===== src/rtl/core/adsr_pkg.sv =====
`timescale 1ns / 1ps
// ----------------------------------------------------------------------------
// adsr_pkg
// shared types and codes for the multi-voice envelope generator
// ----------------------------------------------------------------------------
package adsr_pkg;

  localparam logic [1:0] ACT_NOTE_ON  = 2'd0;
  localparam logic [1:0] ACT_NOTE_OFF = 2'd1;
  localparam logic [1:0] ACT_UPDATE   = 2'd2;

  localparam logic [1:0] MODE_GATED = 2'd0;
  localparam logic [1:0] MODE_DRUM  = 2'd2;

  localparam logic [2:0] STG_ATTACK  = 3'd0;
  localparam logic [2:0] STG_DECAY   = 3'd1;
  localparam logic [2:0] STG_SUSTAIN = 3'd2;
  localparam logic [2:0] STG_RELEASE = 3'd3;
  localparam logic [2:0] STG_DONE    = 3'd4;

  localparam logic [1:0] REG_ATTACK  = 2'd0;
  localparam logic [1:0] REG_DECAY   = 2'd1;
  localparam logic [1:0] REG_SUSTAIN = 2'd2;
  localparam logic [1:0] REG_RELEASE = 2'd3;

  localparam longint unsigned CURVE_STEP_Q16 = 64'd64520;
  localparam longint unsigned ONE_Q16        = 64'd65536;

  // per-voice record held in the state memory
  typedef struct packed {
    logic [2:0]  stage;
    logic [31:0] start_ms;
    logic [7:0]  lbr;
    logic [6:0]  vel;
    logic [1:0]  mode;
    logic [15:0] drum_a;
    logic [15:0] drum_r;
  } voice_rec_t;

endpackage


===== src/rtl/core/adsr_ram.sv =====
`timescale 1ns / 1ps
// ----------------------------------------------------------------------------
// adsr_ram
// generic single-port-write ram with registered read
// ----------------------------------------------------------------------------
module adsr_ram #(
  parameter int WIDTH = 8,
  parameter int DEPTH = 8
) (
  input  logic                                clk,
  input  logic                                we,
  input  logic [(DEPTH > 1 ? $clog2(DEPTH) : 1)-1:0] waddr,
  input  logic [WIDTH-1:0]                    wdata,
  input  logic [(DEPTH > 1 ? $clog2(DEPTH) : 1)-1:0] raddr,
  output logic [WIDTH-1:0]                    rdata
);

  logic [WIDTH-1:0] mem [DEPTH];

  always_ff @(posedge clk) begin
    if (we) begin
      mem[waddr] <= wdata;
    end
    rdata <= mem[raddr];
  end

endmodule


===== src/rtl/core/adsr_envelope_voices.sv =====
`timescale 1ns / 1ps
// ----------------------------------------------------------------------------
// adsr_envelope_voices
// multi-voice exponential attack/decay/sustain/release envelope generator
// ----------------------------------------------------------------------------
// One word at a time. Note on and note off give no result and leave busy low.
// An update gives one result strobe on out_valid: registered at acceptance
// for an idle or unknown voice, from S_READ for a gated voice, via S_READ and
// S_SCALE for sustain or done, via S_READ, S_MUL, S_ROM, S_LVL and S_SCALE
// when the curve index saturates, and with S_DIV after S_MUL when the curve
// index needs the bit-serial divider, which takes one quotient bit per cycle.
// busy drops in the strobe cycle, so the next word is taken at the edge that
// ends it. Voice state lives in a registered-read ram, read on acceptance and
// written back in S_SCALE as the result goes out. The result cannot be stalled.
// ----------------------------------------------------------------------------
module adsr_envelope_voices
  import adsr_pkg::*;
#(
  parameter int VOICE_COUNT   = 8,
  parameter int CURVE_ENTRIES = 256
) (
  input  logic        clk,
  input  logic        rst_n,
  input  logic        start,
  output logic        busy,
  input  logic [1:0]  in_action,
  input  logic [2:0]  in_voice_index,
  input  logic [31:0] in_now_ms,
  input  logic [6:0]  in_velocity,
  input  logic [1:0]  in_voice_kind,
  input  logic [15:0] in_hit_attack_ms,
  input  logic [15:0] in_hit_release_ms,
  input  logic        cfg_we,
  input  logic [1:0]  cfg_index,
  input  logic [15:0] cfg_wdata,
  output logic        out_valid,
  output logic [2:0]  out_voice_out,
  output logic [7:0]  out_level,
  output logic        out_voice_on,
  output logic [2:0]  out_envelope_stage
);

  localparam int VW = (VOICE_COUNT > 1) ? $clog2(VOICE_COUNT) : 1;
  localparam int IW = $clog2(CURVE_ENTRIES);
  localparam int PW = 16 + IW;
  localparam int RW = $bits(voice_rec_t);
  localparam logic [IW-1:0] LAST_IDX = IW'(CURVE_ENTRIES - 1);

  typedef logic [7:0] curve_tab_t [CURVE_ENTRIES];

  function automatic longint unsigned curve_floor();
    longint unsigned e;
    e = ONE_Q16;
    for (int x = 0; x < CURVE_ENTRIES; x++) begin
      e = (e * CURVE_STEP_Q16) >> 16;
    end
    return e;
  endfunction

  localparam longint unsigned CURVE_DEN = ONE_Q16 - curve_floor();

  function automatic curve_tab_t build_curve();
    longint unsigned e;
    longint unsigned f;
    longint unsigned v [CURVE_ENTRIES+1];
    curve_tab_t      t;
    e = ONE_Q16;
    for (int x = 0; x <= CURVE_ENTRIES; x++) begin
      v[x] = e;
      e = (e * CURVE_STEP_Q16) >> 16;
    end
    f = v[CURVE_ENTRIES];
    for (int x = 0; x < CURVE_ENTRIES; x++) begin
      t[x] = 8'((v[x] - f) * 255 / CURVE_DEN);
    end
    return t;
  endfunction

  localparam curve_tab_t CURVE = build_curve();

  typedef enum logic [2:0] {
    S_IDLE, S_READ, S_MUL, S_DIV, S_ROM, S_LVL, S_SCALE
  } state_t;

  state_t           state_r;
  logic [15:0]      attack_r, decay_r, release_r;
  logic [7:0]       sustain_r;
  logic [VOICE_COUNT-1:0] active_r, key_r;
  logic [VW-1:0]    addr_r;
  logic [2:0]       voice_r;
  logic [31:0]      now_r;
  voice_rec_t       rec_r;
  logic [2:0]       st_r;
  logic             nxt_r, kill_r;
  logic [7:0]       lbr_r;
  logic [31:0]      dt_r;
  logic [15:0]      dur_r;
  logic [15:0]      rem_r;
  logic [IW-1:0]    low_r, idx_r;
  logic [$clog2(IW+1)-1:0] cnt_r;
  logic [7:0]       c_r, env_r;

  logic [6:0]       vi_ext;
  logic [VW-1:0]    in_addr;
  logic             in_ok, accept;
  logic             ram_we;
  logic [VW-1:0]    ram_waddr;
  voice_rec_t       ram_wdata, rd;
  logic [RW-1:0]    ram_rdata;

  // read-stage decode
  logic [31:0]      dt;
  logic [15:0]      a_dur, d_dur, r_dur, dur_sel;
  logic [2:0]       st;
  logic             nxt, kill, drum;
  logic [7:0]       lbr;
  logic [PW-1:0]    prod;
  logic [16:0]      trial;
  logic [16:0]      diff;
  logic [15:0]      lvl_decay;
  logic [15:0]      lvl_rel;
  logic [14:0]      scaled;

  assign vi_ext  = 7'(in_voice_index);
  assign in_addr = vi_ext[VW-1:0];
  assign in_ok   = (32'(in_voice_index) < 32'(VOICE_COUNT));
  assign accept  = start && (state_r == S_IDLE);
  assign busy    = (state_r != S_IDLE);
  assign rd      = voice_rec_t'(ram_rdata);

  always_comb begin
    drum  = (rd.mode == MODE_DRUM);
    a_dur = drum ? rd.drum_a : attack_r;
    d_dur = decay_r;
    r_dur = drum ? rd.drum_r : release_r;
    dt    = now_r - rd.start_ms;
    st    = rd.stage;
    nxt   = 1'b0;
    kill  = 1'b0;
    lbr   = rd.lbr;
    case (st)
      STG_ATTACK: begin
        if (dt > 32'(a_dur)) begin
          nxt = 1'b1;
          if (drum) begin
            st  = STG_SUSTAIN;
            lbr = 8'd255;
          end
        end
      end
      STG_DECAY: begin
        if (dt > 32'(d_dur)) nxt = 1'b1;
      end
      STG_RELEASE: begin
        if (dt > 32'(r_dur)) begin
          nxt  = 1'b1;
          kill = 1'b1;
        end
      end
      default: ;
    endcase
    if (st < STG_RELEASE && !key_r[addr_r]) begin
      st  = STG_SUSTAIN;
      nxt = 1'b1;
    end
    if (nxt) st = st + 3'd1;
    case (st)
      STG_ATTACK: dur_sel = a_dur;
      STG_DECAY:  dur_sel = d_dur;
      default:    dur_sel = r_dur;
    endcase
    if (dur_sel == 16'd0) dur_sel = 16'd1;
  end

  always_comb begin
    prod      = PW'(dt_r[15:0]) * PW'(CURVE_ENTRIES - 1);
    trial     = {rem_r, low_r[IW-1]};
    diff      = trial - 17'(dur_r);
    lvl_decay = 16'(8'd255 - sustain_r) * 16'(c_r);
    lvl_rel   = 16'(lbr_r) * 16'(c_r);
    scaled    = 15'(env_r) * 15'(rec_r.vel);
  end

  always_comb begin
    ram_we    = 1'b0;
    ram_waddr = in_addr;
    ram_wdata = rec_r;
    if (accept && in_action == ACT_NOTE_ON && in_ok) begin
      ram_we          = 1'b1;
      ram_wdata.stage    = STG_ATTACK;
      ram_wdata.start_ms = in_now_ms;
      ram_wdata.lbr      = 8'd0;
      ram_wdata.vel      = in_velocity;
      ram_wdata.mode     = in_voice_kind;
      ram_wdata.drum_a   = in_hit_attack_ms;
      ram_wdata.drum_r   = in_hit_release_ms;
    end else if (state_r == S_SCALE) begin
      ram_we    = 1'b1;
      ram_waddr = addr_r;
      ram_wdata.stage = st_r;
      if (nxt_r) ram_wdata.start_ms = now_r;
      ram_wdata.lbr = (st_r < STG_RELEASE) ? env_r : lbr_r;
    end
  end

  adsr_ram #(
    .WIDTH (RW),
    .DEPTH (VOICE_COUNT)
  ) u_ram (
    .clk   (clk),
    .we    (ram_we),
    .waddr (ram_waddr),
    .wdata (RW'(ram_wdata)),
    .raddr (in_addr),
    .rdata (ram_rdata)
  );

  always_ff @(posedge clk) begin
    if (!rst_n) begin
      state_r   <= S_IDLE;
      attack_r  <= 16'd10;
      decay_r   <= 16'd100;
      sustain_r <= 8'd128;
      release_r <= 16'd100;
      active_r  <= '0;
      key_r     <= '0;
      out_valid <= 1'b0;
    end else begin
      out_valid <= 1'b0;
      if (cfg_we) begin
        unique case (cfg_index)
          REG_ATTACK:  attack_r  <= cfg_wdata;
          REG_DECAY:   decay_r   <= cfg_wdata;
          REG_SUSTAIN: sustain_r <= cfg_wdata[7:0];
          REG_RELEASE: release_r <= cfg_wdata;
        endcase
      end
      unique case (state_r)
        S_IDLE: begin
          if (accept) begin
            addr_r  <= in_addr;
            voice_r <= in_voice_index;
            now_r   <= in_now_ms;
            case (in_action)
              ACT_NOTE_ON: begin
                if (in_ok) begin
                  active_r[in_addr] <= 1'b1;
                  key_r[in_addr]    <= 1'b1;
                end
              end
              ACT_NOTE_OFF: begin
                if (in_ok) key_r[in_addr] <= 1'b0;
              end
              ACT_UPDATE: begin
                if (in_ok && active_r[in_addr]) begin
                  state_r <= S_READ;
                end else begin
                  out_valid          <= 1'b1;
                  out_voice_out      <= in_voice_index;
                  out_level          <= 8'd0;
                  out_voice_on       <= 1'b0;
                  out_envelope_stage <= STG_DONE;
                end
              end
              default: ;
            endcase
          end
        end
        S_READ: begin
          rec_r  <= rd;
          st_r   <= st;
          nxt_r  <= nxt;
          kill_r <= kill;
          lbr_r  <= lbr;
          dt_r   <= nxt ? 32'd0 : dt;
          dur_r  <= dur_sel;
          if (rd.mode == MODE_GATED) begin
            out_valid          <= 1'b1;
            out_voice_out      <= voice_r;
            out_level          <= key_r[addr_r] ? {rd.vel, 1'b0} : 8'd0;
            out_voice_on       <= key_r[addr_r];
            out_envelope_stage <= key_r[addr_r] ? rd.stage : STG_DONE;
            if (!key_r[addr_r]) active_r[addr_r] <= 1'b0;
            state_r <= S_IDLE;
          end else if (st == STG_SUSTAIN) begin
            env_r   <= sustain_r;
            state_r <= S_SCALE;
          end else if (st == STG_DONE) begin
            env_r   <= 8'd0;
            state_r <= S_SCALE;
          end else begin
            state_r <= S_MUL;
          end
        end
        S_MUL: begin
          if (dt_r >= 32'(dur_r)) begin
            idx_r   <= LAST_IDX;
            state_r <= S_ROM;
          end else begin
            rem_r   <= prod[PW-1:IW];
            low_r   <= prod[IW-1:0];
            idx_r   <= '0;
            cnt_r   <= '0;
            state_r <= S_DIV;
          end
        end
        S_DIV: begin
          if (!diff[16]) begin
            rem_r <= diff[15:0];
          end else begin
            rem_r <= trial[15:0];
          end
          idx_r <= {idx_r[IW-2:0], !diff[16]};
          low_r <= low_r << 1;
          cnt_r <= cnt_r + 1'b1;
          if (cnt_r == ($clog2(IW+1))'(IW - 1)) state_r <= S_ROM;
        end
        S_ROM: begin
          c_r     <= CURVE[idx_r];
          state_r <= S_LVL;
        end
        S_LVL: begin
          case (st_r)
            STG_ATTACK: env_r <= 8'd255 - c_r;
            STG_DECAY:  env_r <= lvl_decay[15:8] + sustain_r;
            default:    env_r <= lvl_rel[15:8];
          endcase
          state_r <= S_SCALE;
        end
        S_SCALE: begin
          out_valid          <= 1'b1;
          out_voice_out      <= voice_r;
          out_level          <= scaled[14:7];
          out_voice_on       <= !kill_r;
          out_envelope_stage <= kill_r ? STG_DONE : st_r;
          if (kill_r) active_r[addr_r] <= 1'b0;
          state_r <= S_IDLE;
        end
        default: state_r <= S_IDLE;
      endcase
    end
  end

`ifndef NO_ASSERTIONS
  a_silent_off : assert property (@(posedge clk) disable iff (!rst_n)
    out_valid && !out_voice_on |-> out_envelope_stage == STG_DONE)
    else $error("silent voice reported with a live stage");

  a_sounding : assert property (@(posedge clk) disable iff (!rst_n)
    out_valid && out_voice_on |-> out_envelope_stage != STG_DONE)
    else $error("sounding voice reported as done");

  a_strobe_src : assert property (@(posedge clk) disable iff (!rst_n)
    out_valid |-> $past(state_r == S_SCALE || state_r == S_READ || accept))
    else $error("result strobe without a word in flight");

  a_div_len : assert property (@(posedge clk) disable iff (!rst_n)
    state_r == S_DIV |-> cnt_r < ($clog2(IW+1))'(IW))
    else $error("divider overran its step count");
`endif

endmodule

===== config.mk =====
export PLATFORM = sky130hd
export DESIGN_NAME = adsr_envelope_voices
export DESIGN_NICKNAME = d
export VERILOG_FILES = /design/src/rtl/core/adsr_pkg.sv /design/src/rtl/core/adsr_ram.sv /design/src/rtl/core/adsr_envelope_voices.sv
export SDC_FILE = /design/constraint.sdc
export NUM_CORES = 2
export LEC_CHECK = 0
export BUFFER_PORTS_ARGS = -buffer_cell sky130_fd_sc_hd__buf_2
export CORE_MARGIN = 4
export CORE_UTILIZATION = 60
export DETAILED_ROUTE_END_ITERATION = 7
export MAX_ROUTING_LAYER = met4
export PLACE_DENSITY = 0.77
export SKIP_CTS_REPAIR_TIMING = 1
export SYNTH_ARGS = -nofsm -noshare
export SYNTH_HDL_FRONTEND = slang
export SYNTH_HIERARCHICAL = 1
export SYNTH_SLANG_ARGS = --single-unit
export TNS_END_PERCENT = 30

===== constraint.sdc =====
create_clock -name clk -period 18.2 [get_ports clk]
set_clock_uncertainty 0.05 [all_clocks]
set_input_delay 2.73 -clock clk [delete_from_list [all_inputs] [get_ports clk]]
set_output_delay 2.73 -clock clk [all_outputs]
set_load 0.01 [all_outputs]

# After elaboration in Yosys (flattened, before gate mapping)
# Memories as Yosys holds them, arrays and structs flattened. A register that Yosys moved wholly into a read port is not among the register bits.
# Index checks and enable logic that the tools add are counted.
[word_totals]
mem_bits_rw = 672
memories = 2
elab_cells = 221
mem_bits_ro = 2048
ff_bits = 315
in_bits = 100
[op_classes]
n_lt_le_gt_ge = 10
n_reduce_logical = 35
eq_ne = 31
addsub = 7
mux = 93
bitwise_logic = 7
mul = 4
[memory_table]
columns = ["name", "words", "word_bits", "read_ports", "rd_ports_with_merged_regs", "write_ports", "line_no", "text"]
rows = [
  ["(no name shown)", 256, 8, 1, 1, 0, "adsr_envelope_voices.sv:319", "c_r <= CURVE[idx_r];"],
  ["u_ram.mem", 8, 84, 1, 1, 1, "adsr_ram.sv:18", "logic [WIDTH-1:0] mem [DEPTH];"],
]
[op_table]
columns = ["cell", "n"]
rows = [
  ["two-way mux 8 bit", 19],
  ["> comparator 32 x 16 -> 1 bit", 3],
  ["two-way mux 43 bit", 2],
  ["case mux 8 bit (2 select lines)", 5],
  ["two-way mux 3 bit", 25],
  ["two-way mux 16 bit", 4],
  ["case mux 16 bit (2 select lines)", 2],
  ["case mux 8 bit (3 select lines)", 2],
  ["two-way mux 41 bit", 1],
  ["greater-or-equal comparator 32 x 16 -> 1 bit", 1],
  ["two-way mux 32 bit", 1],
  ["subtractor 32 bit", 1],
  ["multiplier 16 x 8 -> 24 bit (second input constant)", 1],
  ["two-way mux 1 bit", 20],
  ["case mux 3 bit (3 select lines)", 2],
  ["case mux 3 bit (6 select lines)", 1],
  ["subtractor 17 x 16 -> 17 bit", 1],
  ["AND 8 bit", 2],
  ["zero test 16 bit", 1],
  ["multiplier 8 x 8 -> 16 bit", 1],
  ["multiplier 9 x 9 -> 16 bit", 1],
  ["inequality test 2 bit (second input constant)", 8],
  ["NOT 8 bit", 2],
  ["bitwise OR 8 bit", 2],
  ["33 further kinds", 79],
]

# Logic depth before layout (Yosys ltp)
[depth]
word_depth = 15
depth_mapped = 29
mapped_depth_nobuf = 29

# By module
# Netlist, hierarchy kept.
[modules_own_cells]
columns = ["mod", "seq_area_each_um2", "instances", "area_each_um2", "cells_each"]
rows = [
  ["adsr_envelope_voices", 8938.6, 1, 28691.3, 3138],
  ["adsr_ram", 21861.0, 1, 26944.6, 1068],
]

# Least setup slack after synthesis
# No wires, ideal clock.
[synth_timing]
kind = "input-to-reg"
start = "in in_action[1]"
end = "mem u_ram/mem[0][0] (netlist name) (enable)"
n_path_buf = 3
t_arrival_ns = 9.599
path_slack_ns = 7.921
stages = 8
cell_sequence = "nand3b_1 -> clkbuf_1 -> or2_2 -> clkbuf_1 -> clkbuf_1 -> nand2_1 -> nand2b_1 -> nor3_1"
[synth_via]
elab_chain_cells = 5
[synth_lines]
columns = ["element", "line_no", "text"]
rows = [
  ["start, declared", "adsr_envelope_voices.sv:26", "input logic [1:0] in_action,"],
  ["zero test 2 bit", "adsr_envelope_voices.sv:188", "if (accept && in_action == ACT_NOTE_ON && in_ok) begin"],
  ["logical AND 1 bit", "adsr_envelope_voices.sv:188", ""],
  ["two-way mux 1 bit", "adsr_envelope_voices.sv:188", ""],
  ["via ram_we", "adsr_envelope_voices.sv:106", "logic ram_we;"],
  ["two-way mux 1 bit", "adsr_ram.sv:21", "if (we) begin"],
  ["two-way mux 1 bit (not written as such)", "adsr_ram.sv:22", "mem[waddr] <= wdata;"],
  ["end, declared", "adsr_ram.sv:18", ""],
]
# The timed path passes the listed nets, and every way through them passes these cells.

# Worst setup path in the final report
[layout_timing]
start = "reg c_r[2]"
end = "reg env_r[7] (data pin)"
[layout_via]
elab_chain_cells = 4
[layout_lines]
columns = ["element", "line_no", "text"]
rows = [
  ["start, declared", "adsr_envelope_voices.sv:101", "logic [7:0] c_r, env_r;"],
  ["multiplier 9 x 9 -> 16 bit", "adsr_envelope_voices.sv:179", "lvl_decay = 16'(8'd255 - sustain_r) * 16'(c_r);"],
  ["adder 8 bit", "adsr_envelope_voices.sv:325", "STG_DECAY: env_r <= lvl_decay[15:8] + sustain_r;"],
  ["case mux 8 bit (2 select lines) *", "adsr_envelope_voices.sv:323", "case (st_r)"],
  ["case mux 8 bit (2 select lines) *", "adsr_envelope_voices.sv:238", "unique case (state_r)"],
  ["end signal, assigned", "adsr_envelope_voices.sv:324", "STG_ATTACK: env_r <= 8'd255 - c_r;"],
  ["end signal, assigned", "adsr_envelope_voices.sv:325", ""],
  ["end signal, assigned", "adsr_envelope_voices.sv:326", "default: env_r <= lvl_rel[15:8];"],
  ["end, declared", "adsr_envelope_voices.sv:101", ""],
]
# Every way passes the cells marked *; elsewhere a longest branch is shown, timed or not.
# A chain may end at the register's enable or synchronous reset.

==> summary by stage <==
Timing
For the pin with the worst max-slew slack, the measured transition is ~1300 ps. The worst hold margin is ~380 ps. The final number of max-transition violations is 0.

The number of hold-slack violations in the final timing report was 0. The timing-limited maximum frequency is between 150 and 200 MHz. The worst slew slack as a fraction of its limit is 14.0%. Setup violations remaining at the end of the flow were counted as 0. The final critical path takes up between 30% and 40% of the cycle. Setup repair after global routing left no endpoint under its margin. Subtracting the final worst setup slack from the clock period gives 6570 ps. In the final timing run, aggregate negative setup slack is 0 ps.

Die
The x dimension of the die is 313 µm. The floorplan step defined a die boundary enclosing between 0.09 and 0.1 mm². After floorplanning, the core was sized to cover 0.0918 mm². Measured along the y axis, the die boundary spans about 310 µm.

117 I/O pins were placed. For this configuration, the core starts out at a cell density of between 60% and 70%. The number of rows in the core area is 111.

Logic synthesis
The number of nets produced by synthesis is 4752. For this run, the number of Yosys warnings is 6. The portion of synthesized cell area occupied by the leading cell type is 49.6%.

The share of the Yosys chip area taken by registers is 55.4%. The average size of a mapped cell is about 13 µm². The share of synthesized registers carrying an async set or reset is 0%. In the synthesized netlist, the number of instances is ~4200.

Ranked by total cell area, the synthesized netlist is headed by edfxtp_1, mux4_2, fa_1, ha_1, dfxtp_1. The post-synthesis cell type count is 83. Of all cell types, the one taking the most synthesized area is edfxtp_1.

The number of enable-type register cells in the synthesized netlist is 919. The leading register cell type out of synthesis is edfxtp_1. The post-synthesis instance area is roughly 0.056 mm².

Synthesis inferred ~1100 register bits.

Finish
The design area is 0.0610 mm². Leaving out fill and tap cells, the most frequent cells in the layout are edfxtp_1, nand2_1, inv_1. The proportion of layout cells with a drive suffix above 1 is 14.4%.

The count of nets after finishing is 4827. Leaving out fill and tap cells, the most frequent cell in the layout is edfxtp_1. The post-layout utilization of the core is 66.4%.

The layout overhead on the synthesized area is 9.64%.

Route
In the routed layout, each cell is associated on average with a via count of roughly 6.2. The count of routing violations after the opening detailed-route iteration is 3893. The detailed-routing iteration count for the pre-antenna-repair pass is 6. After detailed routing, the average wire length per cell comes to 23.4 µm. The total via count in the routed design is 34600. The remaining antenna violation count is 0. After detailed routing, the number of remaining DRC violations is 0. After detailed routing, the total wire length is 132000 µm.

Worst hold path
The path category of the worst min-delay check is reg2reg. The instance count along the most critical hold path is 0. The terminating pin of the worst hold path is rec_r[48]. In this run the most critical hold path is launched from u_ram/rdata[48].

Worst setup path
In this run the worst path has a maximum fanout of 17. The worst register-to-register path ends at env_r[7]. For the worst setup path, the data required time is 18560 ps. The worst setup path is captured at a flop. The cell with the most instances on the worst path is a21oi_1.

The worst setup path is of the reg2reg kind. For this run, the slowest stage of the critical path takes 720 ps. Counting cells, the worst reg-to-reg path comes to 28. The cell at the slowest stage of the critical path is edfxtp_1. The critical path's top delay family is adder cells. In this run the critical register-to-register path is launched from c_r[2].

The worst setup path is launched from a flop. The worst setup slack for register-to-register paths is between 10000 and 15000 ps. For the worst setup path, the data arrival time is 6930 ps.

Together, buffers and inverters on the worst path number 3.

Pwr
The highest ir drop seen on vdd is around 0.091 mV. The total power divided by cell area is 90.3 mW/mm². The analysis attributes to cell leakage a power of approximately 23 nW.

Clock network
The insertion delay to the later sink of the worst-skew pair is 680 ps. TritonCTS built the clock tree. In this run the clock root is driven by a clkbuf_16. The clock tree synthesis step divided the H-tree into 3 levels. After clock tree synthesis, the clock-pin slew on the worst setup and hold paths is about 70 ps.

The number of buffers created by CTS is 104. Clock tree synthesis found a total of about 1100 sinks. No sink is reached through more buffers than the 3 on the longest clock path.

Global routing
The initial antenna violation count is 13. Entering global routing, the biggest net connects 84 pins. The first-pass GRT wire length is about 200000 µm. Summed over all layers, the global routing overflow is 0. For this run, the total global-route usage over all layers was measured as 27.9%. The via count of the first global-routing pass is 34700.

Placement
The total of buffers placed on input and output ports is around 120. The post-place instance area is 0.0574 mm². The final estimated routing congestion in global placement is 0.933. The post-detailed-placement half-perimeter wirelength is 85800 µm.

Run status
The run finished with clean final reports.

Run
The total of max-cap violations is 0.
## synthesized netlist by cell type (all sizes together) (10+ instances only)
master  count
nor4       19
clkbuf    138
nor3       48
fa        172
nand2     477
o211a      11
xnor2      56
nand3      52
mux2i     110
nand2b     55
ha        274
nor2b      76
or3        10
inv       335
and2       61
o31ai      13
or2        11
mux4      171
nor2      153
o21a       43
a21boi     53
o21ai     171
nand4      29
edfxtp    919
xor2       28
dfxtp     160
and3       17
mux2       90
a211oi     35
buf        57
o21bai     11
a21o       39
o22ai      14
a21oi     153
a31oi      13
o211ai     28
## layout make-up
class                      count  area (µm²)
fill                        6442       30800
clock buffer                 149        2980
tap                         1243        1560
multi-input combinational   2596       22800
clock inverter                49         623
sequential                  1079       30800
inverter                     336        1260
antenna                       13        32.5
timing repair buffer         164         962
## layer usage
metal,vias to the layer above,wire (µm),track usage (%)
li1,15500,-,-
met1,17400,54900,39.2
met2,1500,62900,44.0
met3,224,10400,3.59
met4,0,3270,7.15
met5,-,0,-
## power by group
group | internal [mW] | total, mW | switching [mW]
logic | 0.214 | 0.525 | 0.311
clock network | 1.32 | 2.24 | 0.927
registers | 2.71 | 2.74 | 0.0275
total | 4.24 | 5.51 | 1.27
## worst max-delay path by stage
| stage | cells past startpoint | to | startpoint |
|---|---|---|---|
| after global routing | 28 | env_r[7] | c_r[2] |
| after CTS | 28 | env_r[7] | c_r[2] |
| final | 28 | env_r[7] | c_r[2] |
| after floorplan | 8 | u_ram/mem[0][0] | in_action[1] |
| after global placement | 9 | u_ram/mem[2][48] | in_action[1] |
| after detailed placement | 9 | u_ram/mem[2][39] | in_action[1] |
## through the flow
| stage | total power [mW] | setup slack (ps) | cells |
|---|---|---|---|
| floorplan | 3.16 | 7920 | 4206 |
| global placement | 3.30 | 11120 | 5418 |
| detailed placement | 3.31 | 11160 | 5418 |
| CTS | 5.53 | 11620 | 5616 |
| global route | 5.71 | 11010 | 5628 |
| finish | 5.51 | 11630 | 5629 |
## worst register-to-register path: cells and delay by family, from the launching register on
family,cells,cell delay (ps)
flip-flops,1,720
AND/OR/NAND/NOR,5,780
buffers and inverters,3,140
AO/OA/AOI/OAI,11,1780
XOR/XNOR,3,480
adder cells (fa/ha/maj),6,2360
## flip-flops by register name (all words and copies together) (netlist names), 8 cells and up, named ones only
| register | count |
|---|---|
| low_r | 8 |
| release_r | 16 |
| c_r | 8 |
| rec_r | 84 |
| d_dur | 16 |
| u_ram/rdata | 84 |
| rem_r | 16 |
| attack_r | 16 |
| active_r | 8 |
| sustain_r | 8 |
| out_level | 8 |
| dur_r | 16 |
| idx_r | 8 |
| dt_r | 32 |
| u_ram/mem | 672 |
| now_r | 32 |
| env_r | 8 |
| lbr_r | 8 |
## cell families after synthesis
kind of cell	synth area share, %
compound gates	7.63
xor+xnor	1.32
fa+ha+maj	12.4
buf+inv	3.86
flops	55.4
mux	10.7
simple gates	8.76
No activity file was read; power rests on OpenSTA's default activity.
